[src/rtl/pab_pkg.sv]
package pab_pkg;

    localparam int unsigned PAB_NCHAN = 4;

    typedef enum logic [2:0] {
        REG_RED_POS    = 3'd0,
        REG_RED_BITS   = 3'd1,
        REG_GREEN_POS  = 3'd2,
        REG_GREEN_BITS = 3'd3,
        REG_BLUE_POS   = 3'd4,
        REG_BLUE_BITS  = 3'd5,
        REG_ALPHA_POS  = 3'd6,
        REG_ALPHA_BITS = 3'd7
    } t_reg_idx;

    typedef enum logic [1:0] {
        CH_RED   = 2'd0,
        CH_GREEN = 2'd1,
        CH_BLUE  = 2'd2,
        CH_ALPHA = 2'd3
    } t_chan_idx;

    typedef struct packed {
        logic [4:0] pos;
        logic [3:0] bits;
    } t_chan_cfg;

    typedef t_chan_cfg [PAB_NCHAN-1:0] t_cfg;

    localparam t_cfg PAB_CFG_RESET = '{
        3: '{pos: 5'd24, bits: 4'd8},
        2: '{pos: 5'd0,  bits: 4'd8},
        1: '{pos: 5'd8,  bits: 4'd8},
        0: '{pos: 5'd16, bits: 4'd8}
    };

    localparam logic [7:0]  FULL_ALPHA   = 8'hFF;
    localparam logic [7:0]  ROUND_HALF   = 8'd127;
    // ceil(2^23 / 255): exact floor(x / 255) for x below 2^16
    localparam logic [15:0] DIV255_MUL   = 16'd32897;
    localparam int unsigned DIV255_SHIFT = 23;

    // 255 * ceil(2^24 / (2^n - 1)): exact floor(f * 255 / (2^n - 1))
    localparam logic [31:0] ExpK1 = 32'(64'd255 * ((64'd16777216 + 64'd0) / 64'd1));
    localparam logic [31:0] ExpK2 = 32'(64'd255 * ((64'd16777216 + 64'd2) / 64'd3));
    localparam logic [31:0] ExpK3 = 32'(64'd255 * ((64'd16777216 + 64'd6) / 64'd7));
    localparam logic [31:0] ExpK4 = 32'(64'd255 * ((64'd16777216 + 64'd14) / 64'd15));
    localparam logic [31:0] ExpK5 = 32'(64'd255 * ((64'd16777216 + 64'd30) / 64'd31));
    localparam logic [31:0] ExpK6 = 32'(64'd255 * ((64'd16777216 + 64'd62) / 64'd63));
    localparam logic [31:0] ExpK7 = 32'(64'd255 * ((64'd16777216 + 64'd126) / 64'd127));

    typedef struct packed {
        logic [2:0][7:0] old_chan;
        logic [31:0]     src;
        logic [7:0]      alpha;
    } t_unp;

    typedef struct packed {
        logic [PAB_NCHAN-1:0][7:0] chan;
        logic                      zero;
    } t_mix;

    function automatic logic [7:0] chan_mask(input logic [3:0] n);
        logic [8:0] m;
        begin
            m = (9'd1 << n[2:0]) - 9'd1;
            chan_mask = n[3] ? 8'hFF : m[7:0];
        end
    endfunction

    function automatic logic [31:0] exp_coef(input logic [3:0] n);
        case (n)
            4'd1:    exp_coef = ExpK1;
            4'd2:    exp_coef = ExpK2;
            4'd3:    exp_coef = ExpK3;
            4'd4:    exp_coef = ExpK4;
            4'd5:    exp_coef = ExpK5;
            4'd6:    exp_coef = ExpK6;
            4'd7:    exp_coef = ExpK7;
            default: exp_coef = 32'd0;
        endcase
    endfunction

endpackage

[src/rtl/pab_unpack.sv]
module pab_unpack (
    input  logic           i_clk,
    input  logic           i_rst_n,
    input  pab_pkg::t_cfg  i_cfg,
    input  logic           i_valid,
    output logic           o_stall,
    input  logic [31:0]    i_old_pixel,
    input  logic [31:0]    i_src_color,
    input  logic [7:0]     i_blend_alpha,
    output logic           o_valid,
    input  logic           i_stall,
    output pab_pkg::t_unp  o_word
);

    logic        r_a_valid;
    logic [7:0]  r_a_f [3];
    logic [31:0] r_a_src;
    logic [7:0]  r_a_alpha;
    logic        r_b_valid;
    pab_pkg::t_unp r_b_word;

    logic        w_rdy_a;
    logic        w_rdy_b;
    logic [7:0]  n_a_f [3];
    logic [7:0]  n_b_exp [3];
    logic [39:0] w_prod [3];
    logic [31:0] w_shift [3];

    assign w_rdy_b = !r_b_valid || !i_stall;
    assign w_rdy_a = !r_a_valid || w_rdy_b;
    assign o_stall = !w_rdy_a;

    always_comb begin
        for (int c = 0; c < 3; c++) begin
            w_shift[c] = i_old_pixel >> i_cfg[c].pos;
            n_a_f[c]   = w_shift[c][7:0] & pab_pkg::chan_mask(i_cfg[c].bits);
            w_prod[c]  = 40'(r_a_f[c]) * 40'(pab_pkg::exp_coef(i_cfg[c].bits));
            if (i_cfg[c].bits[3]) begin
                n_b_exp[c] = r_a_f[c];
            end else begin
                n_b_exp[c] = w_prod[c][31:24];
            end
        end
    end

    always_ff @(posedge i_clk) begin
        if (!i_rst_n) begin
            r_a_valid <= 1'b0;
            r_b_valid <= 1'b0;
        end else begin
            if (w_rdy_a) r_a_valid <= i_valid;
            if (w_rdy_b) r_b_valid <= r_a_valid;
        end
    end

    always_ff @(posedge i_clk) begin
        if (w_rdy_a) begin
            r_a_f     <= n_a_f;
            r_a_src   <= i_src_color;
            r_a_alpha <= i_blend_alpha;
        end
        if (w_rdy_b) begin
            for (int c = 0; c < 3; c++) r_b_word.old_chan[c] <= n_b_exp[c];
            r_b_word.src   <= r_a_src;
            r_b_word.alpha <= r_a_alpha;
        end
    end

    assign o_valid = r_b_valid;
    assign o_word  = r_b_word;

endmodule

[src/rtl/pab_blend.sv]
module pab_blend (
    input  logic           i_clk,
    input  logic           i_rst_n,
    input  logic           i_valid,
    output logic           o_stall,
    input  pab_pkg::t_unp  i_word,
    output logic           o_valid,
    input  logic           i_stall,
    output pab_pkg::t_mix  o_word
);

    logic        r_c_valid;
    logic [15:0] r_c_sum [3];
    logic [31:0] r_c_src;
    logic [7:0]  r_c_alpha;
    logic        r_d_valid;
    pab_pkg::t_mix r_d_word;

    logic        w_rdy_c;
    logic        w_rdy_d;
    logic [7:0]  w_inv;
    logic [15:0] w_ps [3];
    logic [15:0] w_po [3];
    logic [15:0] n_c_sum [3];
    logic [31:0] w_q [3];
    pab_pkg::t_mix n_d_word;

    assign w_rdy_d = !r_d_valid || !i_stall;
    assign w_rdy_c = !r_c_valid || w_rdy_d;
    assign o_stall = !w_rdy_c;
    assign w_inv   = 8'hFF - i_word.alpha;

    always_comb begin
        for (int c = 0; c < 3; c++) begin
            w_ps[c]    = 16'(i_word.src[8*(2-c) +: 8]) * 16'(i_word.alpha);
            w_po[c]    = 16'(i_word.old_chan[c]) * 16'(w_inv);
            n_c_sum[c] = 16'(17'(w_ps[c]) + 17'(w_po[c]));
            w_q[c]     = 32'(r_c_sum[c]) * 32'(pab_pkg::DIV255_MUL);
        end
        n_d_word.zero = (r_c_alpha == 8'd0);
        if (r_c_alpha == pab_pkg::FULL_ALPHA) begin
            n_d_word.chan[pab_pkg::CH_RED]   = r_c_src[23:16];
            n_d_word.chan[pab_pkg::CH_GREEN] = r_c_src[15:8];
            n_d_word.chan[pab_pkg::CH_BLUE]  = r_c_src[7:0];
            n_d_word.chan[pab_pkg::CH_ALPHA] = r_c_src[31:24];
        end else begin
            for (int c = 0; c < 3; c++) begin
                n_d_word.chan[c] = w_q[c][pab_pkg::DIV255_SHIFT +: 8];
            end
            n_d_word.chan[pab_pkg::CH_ALPHA] = pab_pkg::FULL_ALPHA;
        end
    end

    always_ff @(posedge i_clk) begin
        if (!i_rst_n) begin
            r_c_valid <= 1'b0;
            r_d_valid <= 1'b0;
        end else begin
            if (w_rdy_c) r_c_valid <= i_valid;
            if (w_rdy_d) r_d_valid <= r_c_valid;
        end
    end

    always_ff @(posedge i_clk) begin
        if (w_rdy_c) begin
            r_c_sum   <= n_c_sum;
            r_c_src   <= i_word.src;
            r_c_alpha <= i_word.alpha;
        end
        if (w_rdy_d) r_d_word <= n_d_word;
    end

    assign o_valid = r_d_valid;
    assign o_word  = r_d_word;

endmodule

[src/rtl/pab_pack.sv]
module pab_pack (
    input  logic           i_clk,
    input  logic           i_rst_n,
    input  pab_pkg::t_cfg  i_cfg,
    input  logic           i_valid,
    output logic           o_stall,
    input  pab_pkg::t_mix  i_word,
    output logic           o_valid,
    input  logic           i_stall,
    output logic [31:0]    o_new_pixel,
    output logic           o_write_enable
);

    localparam int unsigned NC = pab_pkg::PAB_NCHAN;

    logic        r_e_valid;
    logic [14:0] r_e_t [NC];
    logic [7:0]  r_e_v [NC];
    logic        r_e_zero;
    logic        r_f_valid;
    logic [7:0]  r_f_q [NC];
    logic        r_f_zero;
    logic        r_o_valid;
    logic [31:0] r_o_pixel;
    logic        r_o_we;

    logic        w_rdy_e;
    logic        w_rdy_f;
    logic        w_rdy_o;
    logic [14:0] n_e_t [NC];
    logic [30:0] w_q [NC];
    logic [7:0]  n_f_q [NC];
    logic [31:0] n_o_pixel;

    assign w_rdy_o = !r_o_valid || !i_stall;
    assign w_rdy_f = !r_f_valid || w_rdy_o;
    assign w_rdy_e = !r_e_valid || w_rdy_f;
    assign o_stall = !w_rdy_e;

    always_comb begin
        n_o_pixel = 32'd0;
        for (int c = 0; c < NC; c++) begin
            n_e_t[c] = 15'(15'(i_word.chan[c]) * 15'(pab_pkg::chan_mask(i_cfg[c].bits)))
                     + 15'(pab_pkg::ROUND_HALF);
            w_q[c]   = 31'(r_e_t[c]) * 31'(pab_pkg::DIV255_MUL);
            if (i_cfg[c].bits[3]) begin
                n_f_q[c] = r_e_v[c];
            end else if (i_cfg[c].bits == 4'd0) begin
                n_f_q[c] = 8'd0;
            end else begin
                n_f_q[c] = w_q[c][pab_pkg::DIV255_SHIFT +: 8];
            end
            n_o_pixel = n_o_pixel | (32'(r_f_q[c]) << i_cfg[c].pos);
        end
        if (r_f_zero) n_o_pixel = 32'd0;
    end

    always_ff @(posedge i_clk) begin
        if (!i_rst_n) begin
            r_e_valid <= 1'b0;
            r_f_valid <= 1'b0;
            r_o_valid <= 1'b0;
        end else begin
            if (w_rdy_e) r_e_valid <= i_valid;
            if (w_rdy_f) r_f_valid <= r_e_valid;
            if (w_rdy_o) r_o_valid <= r_f_valid;
        end
    end

    always_ff @(posedge i_clk) begin
        if (w_rdy_e) begin
            r_e_t    <= n_e_t;
            for (int c = 0; c < NC; c++) r_e_v[c] <= i_word.chan[c];
            r_e_zero <= i_word.zero;
        end
        if (w_rdy_f) begin
            r_f_q    <= n_f_q;
            r_f_zero <= r_e_zero;
        end
        if (w_rdy_o) begin
            r_o_pixel <= n_o_pixel;
            r_o_we    <= !r_f_zero;
        end
    end

    assign o_valid        = r_o_valid;
    assign o_new_pixel    = r_o_pixel;
    assign o_write_enable = r_o_we;

endmodule

[src/rtl/pixel_alpha_blend_top.sv]
// Throughput: one word per cycle while i_stall is low; seven register stages,
//   each stage holds its word under output stall and stages upstream of a
//   bubble keep moving.
// Reset: synchronous, active low; clears all stage valid bits and loads the
//   layout registers with ARGB8888 (red 16, green 8, blue 0, alpha 24).
module pixel_alpha_blend_top (
    input  logic        i_clk,
    input  logic        i_rst_n,
    input  logic        i_cfg_we,
    input  logic [2:0]  i_cfg_idx,
    input  logic [4:0]  i_cfg_data,
    input  logic        i_valid,
    output logic        o_stall,
    input  logic [31:0] i_old_pixel,
    input  logic [31:0] i_src_color,
    input  logic [7:0]  i_blend_alpha,
    output logic        o_valid,
    input  logic        i_stall,
    output logic [31:0] o_new_pixel,
    output logic        o_write_enable
);

    pab_pkg::t_cfg r_cfg;
    pab_pkg::t_cfg n_cfg;

    logic          w_u_valid;
    logic          w_u_stall;
    pab_pkg::t_unp w_u_word;
    logic          w_m_valid;
    logic          w_m_stall;
    pab_pkg::t_mix w_m_word;

    always_comb begin
        n_cfg = r_cfg;
        case (pab_pkg::t_reg_idx'(i_cfg_idx))
            pab_pkg::REG_RED_POS:    n_cfg[pab_pkg::CH_RED].pos    = i_cfg_data;
            pab_pkg::REG_RED_BITS:   n_cfg[pab_pkg::CH_RED].bits   = i_cfg_data[3:0];
            pab_pkg::REG_GREEN_POS:  n_cfg[pab_pkg::CH_GREEN].pos  = i_cfg_data;
            pab_pkg::REG_GREEN_BITS: n_cfg[pab_pkg::CH_GREEN].bits = i_cfg_data[3:0];
            pab_pkg::REG_BLUE_POS:   n_cfg[pab_pkg::CH_BLUE].pos   = i_cfg_data;
            pab_pkg::REG_BLUE_BITS:  n_cfg[pab_pkg::CH_BLUE].bits  = i_cfg_data[3:0];
            pab_pkg::REG_ALPHA_POS:  n_cfg[pab_pkg::CH_ALPHA].pos  = i_cfg_data;
            pab_pkg::REG_ALPHA_BITS: n_cfg[pab_pkg::CH_ALPHA].bits = i_cfg_data[3:0];
            default:                 n_cfg = r_cfg;
        endcase
    end

    always_ff @(posedge i_clk) begin
        if (!i_rst_n) begin
            r_cfg <= pab_pkg::PAB_CFG_RESET;
        end else if (i_cfg_we) begin
            r_cfg <= n_cfg;
        end
    end

    pab_unpack u_unpack (
        .i_clk         (i_clk),
        .i_rst_n       (i_rst_n),
        .i_cfg         (r_cfg),
        .i_valid       (i_valid),
        .o_stall       (o_stall),
        .i_old_pixel   (i_old_pixel),
        .i_src_color   (i_src_color),
        .i_blend_alpha (i_blend_alpha),
        .o_valid       (w_u_valid),
        .i_stall       (w_u_stall),
        .o_word        (w_u_word)
    );

    pab_blend u_blend (
        .i_clk   (i_clk),
        .i_rst_n (i_rst_n),
        .i_valid (w_u_valid),
        .o_stall (w_u_stall),
        .i_word  (w_u_word),
        .o_valid (w_m_valid),
        .i_stall (w_m_stall),
        .o_word  (w_m_word)
    );

    pab_pack u_pack (
        .i_clk          (i_clk),
        .i_rst_n        (i_rst_n),
        .i_cfg          (r_cfg),
        .i_valid        (w_m_valid),
        .o_stall        (w_m_stall),
        .i_word         (w_m_word),
        .o_valid        (o_valid),
        .i_stall        (i_stall),
        .o_new_pixel    (o_new_pixel),
        .o_write_enable (o_write_enable)
    );

endmodule

[config.mk]
export PLATFORM = sky130hd
export DESIGN_NAME = pixel_alpha_blend_top
export DESIGN_NICKNAME = d
export VERILOG_FILES = /design/src/rtl/pab_pkg.sv /design/src/rtl/pab_unpack.sv /design/src/rtl/pab_blend.sv /design/src/rtl/pab_pack.sv /design/src/rtl/pixel_alpha_blend_top.sv
export SDC_FILE = /design/constraint.sdc
export NUM_CORES = 2
export LEC_CHECK = 0
export ABC_AREA = 1
export BUFFER_PORTS_ARGS = -buffer_cell sky130_fd_sc_hd__buf_4
export CAP_MARGIN = 10
export CELL_PAD_IN_SITES_DETAIL_PLACEMENT = 2
export CELL_PAD_IN_SITES_GLOBAL_PLACEMENT = 2
export CORE_ASPECT_RATIO = 1.75
export CORE_MARGIN = 4
export CORE_UTILIZATION = 33
export CTS_CLUSTER_SIZE = 8
export DETAILED_ROUTE_END_ITERATION = 10
export PLACE_DENSITY = 0.71
export SETUP_SLACK_MARGIN = 0.1
export SYNTH_ARGS = -nofsm -noshare
export SYNTH_HDL_FRONTEND = slang
export SYNTH_SLANG_ARGS = --single-unit
[constraint.sdc]
create_clock -name i_clk -period 15.83 [get_ports i_clk]
set_input_delay 3.166 -clock i_clk [delete_from_list [all_inputs] [get_ports i_clk]]
set_output_delay 3.166 -clock i_clk [all_outputs]
set_load 0.02 [all_outputs]
# --- After elaboration in Yosys (flattened, before gate mapping) ---
# Memories as Yosys holds them, arrays and structs flattened.
# Cells that the tools add are included.
classes:
  eq_ne: 29
  reduce_logical: 31
  n_shift: 11
  n_addsub: 12
  multipliers: 20
  mux: 21
  bitwise_logic: 6
op_table:
  columns: ["operator", "n"]
  rows:
  - ["one-hot mux 32 bit (7 select lines)", 3]
  - ["<< shifter 8 x 5 -> 32 bit", 4]
  - ["multiplier 15 x 16 -> 31 bit (second input constant)", 4]
  - ["two-way mux 8 bit", 15]
  - ["multiplier 8 x 32 -> 32 bit", 3]
  - ["multiplier 8 x 8 -> 16 bit", 6]
  - ["bitwise OR 32 bit", 3]
  - [">> shifter 32 x 5 -> 8 bit", 3]
  - ["multiplier 16 x 16 -> 31 bit (second input constant)", 3]
  - ["adder 15 x 7 -> 15 bit (second input constant)", 4]
  - ["multiplier 8 x 8 -> 15 bit", 4]
  - ["adder 16 bit", 3]
  - ["== test 4 x 3 -> 1 bit (second input constant)", 12]
  - ["<< shifter 1 x 3 -> 8 bit (first input constant)", 4]
  - ["subtractor 8 x 1 -> 8 bit (second input constant)", 4]
  - ["AND 8 bit", 3]
  - ["== test 4 x 2 -> 1 bit (second input constant)", 6]
  - ["two-way mux 24 bit", 1]
  - ["zero test 4 bit", 4]
  - ["AND reduction 2 bit", 8]
  - ["== test 3 bit (second input constant)", 4]
  - ["== test 4 x 1 -> 1 bit (second input constant)", 3]
  - ["zero test 1 bit", 10]
  - ["== test 8 bit (second input constant)", 1]
  - ["other kinds (7)", 15]
totals:
  input_bits: 85
  n_memories: 1
  wordCells: 178
  out_inout_bits: 35
  regBits: 419
  mem_bits_rw: 32
mem_list:
  columns: ["memory", "depth", "word_bits", "rd", "rd_ports_with_merged_regs", "write_ports", "line_no", "text"]
  rows:
  - ["u_pack.r_e_v", 4, 8, 4, 0, 4, "pab_pack.sv:18", "logic [7:0] r_e_v [NC];"]

# --- Depth between registers and ports, before layout ---
depth:
  ltp_word: 9
  depth_mapped: 32
  mapped_depth_nobuf: 31

# --- Cells and area by module ---
# From an unflattened synthesis, not the netlist that was laid out.
unflattened:
  hier_cells: 9531
  hier_area_um2: 73511.8
by_module_without_submodules:
  columns: ["module", "n_inst", "area_per_inst_um2", "seq_area_each_um2", "cells_each"]
  rows:
  - ["pab_unpack", 1, 26330.3, 3883.7, 3474]
  - ["pab_pack", 1, 23617.7, 4834.6, 3186]
  - ["pab_blend", 1, 22112.5, 3673.5, 2662]
  - ["pixel_alpha_blend_top", 1, 1451.4, 720.7, 209]

# --- Least setup slack after synthesis ---
# OpenSTA, ideal clock, no wires.
synth_path:
  kind: "input to output"
  from: "in i_stall"
  to: "out o_stall"
  n_path_buf: 0
  cell_stages: 12
  t_required_ns: 12.664
  t_arrival_ns: 11.170
  slack_ns: 1.494
  path_cell_list: "nand2_1 -> nor2_1 -> inv_1 -> nor2_1 -> inv_1 -> nor2_1 -> inv_1 -> nor2_1 -> inv_1 -> nor2_1 -> inv_1 -> nor2_1"
synth_via:
  elab_chain_cells: 9
synth_lines:
  columns: ["item", "line_no", "text"]
  rows:
  - ["start: declaration", "pixel_alpha_blend_top.sv:18", "input logic i_stall,"]
  - ["zero test 1 bit", "pab_pack.sv:35", "assign w_rdy_o = !r_o_valid || !i_stall;"]
  - ["logical OR 1 bit", "pab_pack.sv:35", null]
  - ["logical OR 1 bit", "pab_pack.sv:36", "assign w_rdy_f = !r_f_valid || w_rdy_o;"]
  - ["net u_pack.w_rdy_f", "pab_pack.sv:28", "logic w_rdy_f;"]
  - ["logical OR 1 bit", "pab_pack.sv:37", "assign w_rdy_e = !r_e_valid || w_rdy_f;"]
  - ["net u_pack.w_rdy_e", "pab_pack.sv:27", "logic w_rdy_e;"]
  - ["logical OR 1 bit", "pab_blend.sv:28", "assign w_rdy_d = !r_d_valid || !i_stall;"]
  - ["net u_blend.w_rdy_d", "pab_blend.sv:20", "logic w_rdy_d;"]
  - ["logical OR 1 bit", "pab_blend.sv:29", "assign w_rdy_c = !r_c_valid || w_rdy_d;"]
  - ["net u_blend.w_rdy_c", "pab_blend.sv:19", "logic w_rdy_c;"]
  - ["logical OR 1 bit", "pab_unpack.sv:29", "assign w_rdy_b = !r_b_valid || !i_stall;"]
  - ["net u_unpack.w_rdy_b", "pab_unpack.sv:23", "logic w_rdy_b;"]
  - ["logical OR 1 bit", "pab_unpack.sv:30", "assign w_rdy_a = !r_a_valid || w_rdy_b;"]
  - ["zero test 1 bit", "pab_unpack.sv:31", "assign o_stall = !w_rdy_a;"]
  - ["end: declaration", "pixel_alpha_blend_top.sv:13", "output logic o_stall,"]
# The timed path passes the listed nets, and every way through them passes these cells.

# --- Worst setup path after layout ---
layout_path:
  from: "in i_stall"
  to: "out o_stall"
layout_via:
  elab_chain_cells: 9
layout_lines:
  columns: ["item", "line_no", "text"]
  rows:
  - ["zero test 1 bit", "pab_pack.sv:35", null]
  - ["logical OR 1 bit", "pab_pack.sv:35", null]
  - ["net u_pack.w_rdy_o", "pab_pack.sv:29", "logic w_rdy_o;"]
  - ["logical OR 1 bit", "pab_pack.sv:36", null]
  - ["net u_pack.w_rdy_f", "pab_pack.sv:28", null]
  - ["logical OR 1 bit", "pab_pack.sv:37", null]
  - ["net u_pack.w_rdy_e", "pab_pack.sv:27", null]
  - ["logical OR 1 bit", "pab_blend.sv:28", null]
  - ["net u_blend.w_rdy_d", "pab_blend.sv:20", null]
  - ["logical OR 1 bit", "pab_blend.sv:29", null]
  - ["net u_blend.w_rdy_c", "pab_blend.sv:19", null]
  - ["logical OR 1 bit", "pab_unpack.sv:29", null]
  - ["net u_unpack.w_rdy_b", "pab_unpack.sv:23", null]
  - ["logical OR 1 bit", "pab_unpack.sv:30", null]
  - ["zero test 1 bit", "pab_unpack.sv:31", null]
# The timed path passes the listed nets, and every way through them passes these cells.

==> metrics <==
Tcrit/Tclk final 68.39%; asr flop ratio synth 0%; Fillers 23960; grt ovf 0; HPWL Detailed 226500 µm; Layout Nets 10420; #FFs+latches synth 451; Post-synth EDFFs 408; hold slack 0.4118 ns; Most used DFF post-synth edfxtp_1; Yosys warnings 0; FF/Latch Area 13120 µm²; Slew Limit Headroom 19.96%; area leader, netlist fa_1; Port Buffers 119; DRT Wirelength 267800 µm; TritonCTS clock tree built; clock sink total 451; slack of the critical path 5.004 ns; cell with the most instances after synthesis nand2_1; Hold Crit Class flip-flop to flip-flop; io pins 120; fmax 92.37 MHz; layout cells sized above 1 3.809%; Post-Synthesis Cell Area 69480 µm²; startpoint types input pin; sequential area share after synthesis 18.87%; gpl congestion 0.9226; WP data arrival 7.66 ns; total number of vias 59100; post-synth top area share 25.59%; CTS Hold Bufs 0; # setup viols final 0; clock skew 0.04732 ns; Core Region 209200 µm²; largest net degree at the start of global routing 72; Hold Path Depth 0; RSZ-0062 raised after global routing no; DR vias/cell 5.178; maxcap violations 0; status completed; finished layout cell area 75400 µm²; clock slew at reported path FFs 0.05 ns; Crit. End Element output port; Mean Syn Cell Area 8.106 µm²; ANT nets after route 0; die area 218200 µm²; WL/cell 23.46 µm; Crit Path Class input pin to output port; FF-to-FF path depth 24; Initial Util 33.22%; dpl cell area 73250 µm²; Post-synth top cells 1788 x nand2_1, 1739 x inv_1, 888 x fa_1, 870 x ha_1, 826 x nor2_1; Root Buffer clkbuf_16; Residual DRC 0; Die Y 615 µm; unique cell type count in the Yosys netlist 56; row count 222; DRT Pass-1 Iters 5; post-route minimum period 10.83 ns; die width 354.9 µm; largest cells by area after synthesis fa_1 26%, edfxtp_1 18%, ha_1 16%; global-route wire length before repair 409700 µm; Area growth, synth to finish 8.529%; Worst EP required 12.66 ns; worst slew pin tran 1.193 ns; setup TNS 0 ns; H-tree Lvls 3; post-place setup slack 4.951 ns; clk buf depth 3; area of the multi-input gates 48780 µm²; Final Hold Viols 0; TritonCTS Buffers 70; vias in the first global route 70220; Clock Latency Late Sink 0.69 ns; cts repair resizes 0; Slew Limit Fails 0; initial antenna violation count 7; DRT iter0 DRCs 2009; crit path max fanout 41; Total GRT Usage 24.55%; setup bufs post-CTS 0; Post-Syn Instances 8571
==> per-layer routing <==
| layer | global-route usage (%) | vias up | wire length [µm] |
|---|---|---|---|
| met1 | 23.54 | 30470 | 91430 |
| met5 | 0 | - | 13 |
| li1 | - | 27000 | - |
| met2 | 50.45 | 993 | 153200 |
| met4 | 13.35 | 2 | 17440 |
| met3 | 1.903 | 641 | 5673 |
==> area by class of cell <==
class | instances | share of cell area [%]
Multi-Input combinational cell | 6126 | 64.69
Sequential cell | 451 | 17.39
Inverter | 1761 | 8.776
Tap cell | 2800 | 4.646
Clock buffer | 94 | 2.456
Timing Repair Buffer | 164 | 1.633
Clock inverter | 15 | 0.3966
Antenna cell | 2 | 0.006637
==> registers in the layout, indices dropped and copies added, names as in the netlist, 8 cells and up <==
signal and flops:
r_cfg 36, u_blend.o_word 33, u_blend.r_c_alpha 8, u_blend.r_c_src 32, u_blend.r_c_sum 48, u_pack.o_new_pixel 32, u_pack.r_e_t 60, u_pack.r_e_v 32
u_pack.r_f_q 32, u_unpack.o_word 64, u_unpack.r_a_alpha 8, u_unpack.r_a_f 24, u_unpack.r_a_src 32
==> cell usage in the layout, fill, tap and decap left out, types with 14 or more instances in the layout <==
master and count:
o21a_1 17, inv_1 1733, a21o_1 33, or2_2 33
clkinv_1 14, xor2_1 75, a31oi_1 50, buf_4 164
a21oi_1 385, o22ai_1 20, clkbuf_1 23, o21ai_0 458
nor2_1 826, nand4_1 58, nor4_1 21, ha_1 870
nand2_1 1788, dfxtp_1 40, nor3_1 74, edfxtp_1 408
o221ai_1 18, nand3b_1 14, fa_1 888, clkbuf_16 70
mux2i_1 28, o211ai_1 28, nand3_1 257, xnor2_1 56
o21bai_1 22
==> per-stage QoR <==
stage / utilization [%] / std cells
2_1_floorplan: - / 8573
3_3_place_gp: 35.02 / 11300
3_5_place_dp: 35.02 / 11300
4_1_cts: 36.05 / 11410
5_1_grt: 36.05 / 11410
6_report: 36.05 / 11410
==> worst paths after layout <==
kind,startpoint,end,slack [ns]
worst max-delay path,i_stall,o_stall,5.00
worst min register to register,u_unpack.r_a_alpha[1],u_unpack.o_word[1],0.41
worst max register to register,r_cfg[0],u_unpack.o_word[44],8.87
worst min-delay path,u_unpack.r_a_alpha[1],u_unpack.o_word[1],0.41
==> cell families (layout without fill, tap and decap cells) <==
kind of cell | Yosys count | count (layout) | share of synthesized area, %
simple gates | 3108 | 3108 | 18.06
compound gates | 1098 | 1098 | 8.815
fa+ha+maj | 1758 | 1758 | 41.25
flops | 451 | 451 | 18.87
mux | 28 | 28 | 0.4034
other cells | 1 | 5 | 0.005397
xor+xnor | 131 | 131 | 1.651
buf+inv | 1996 | 2034 | 10.94
==> worst max-delay path: stages <==
cell      delay [ns]
buf_4           0.11
nand2_1         0.07
buf_4           0.38
nor2_1          0.11
clkinv_1        0.06
buf_4           0.45
nor2_1          0.17
inv_4           0.43
nor2_1          0.14
inv_2           0.70
nor2_1          0.17
inv_4           0.43
nor2_1          0.14
clkinv_2        0.56
nor2_1          0.28
buf_4           0.24
Power is not shown: default switching activity piles up to over one toggle a cycle in this logic, so the estimate is an artifact.
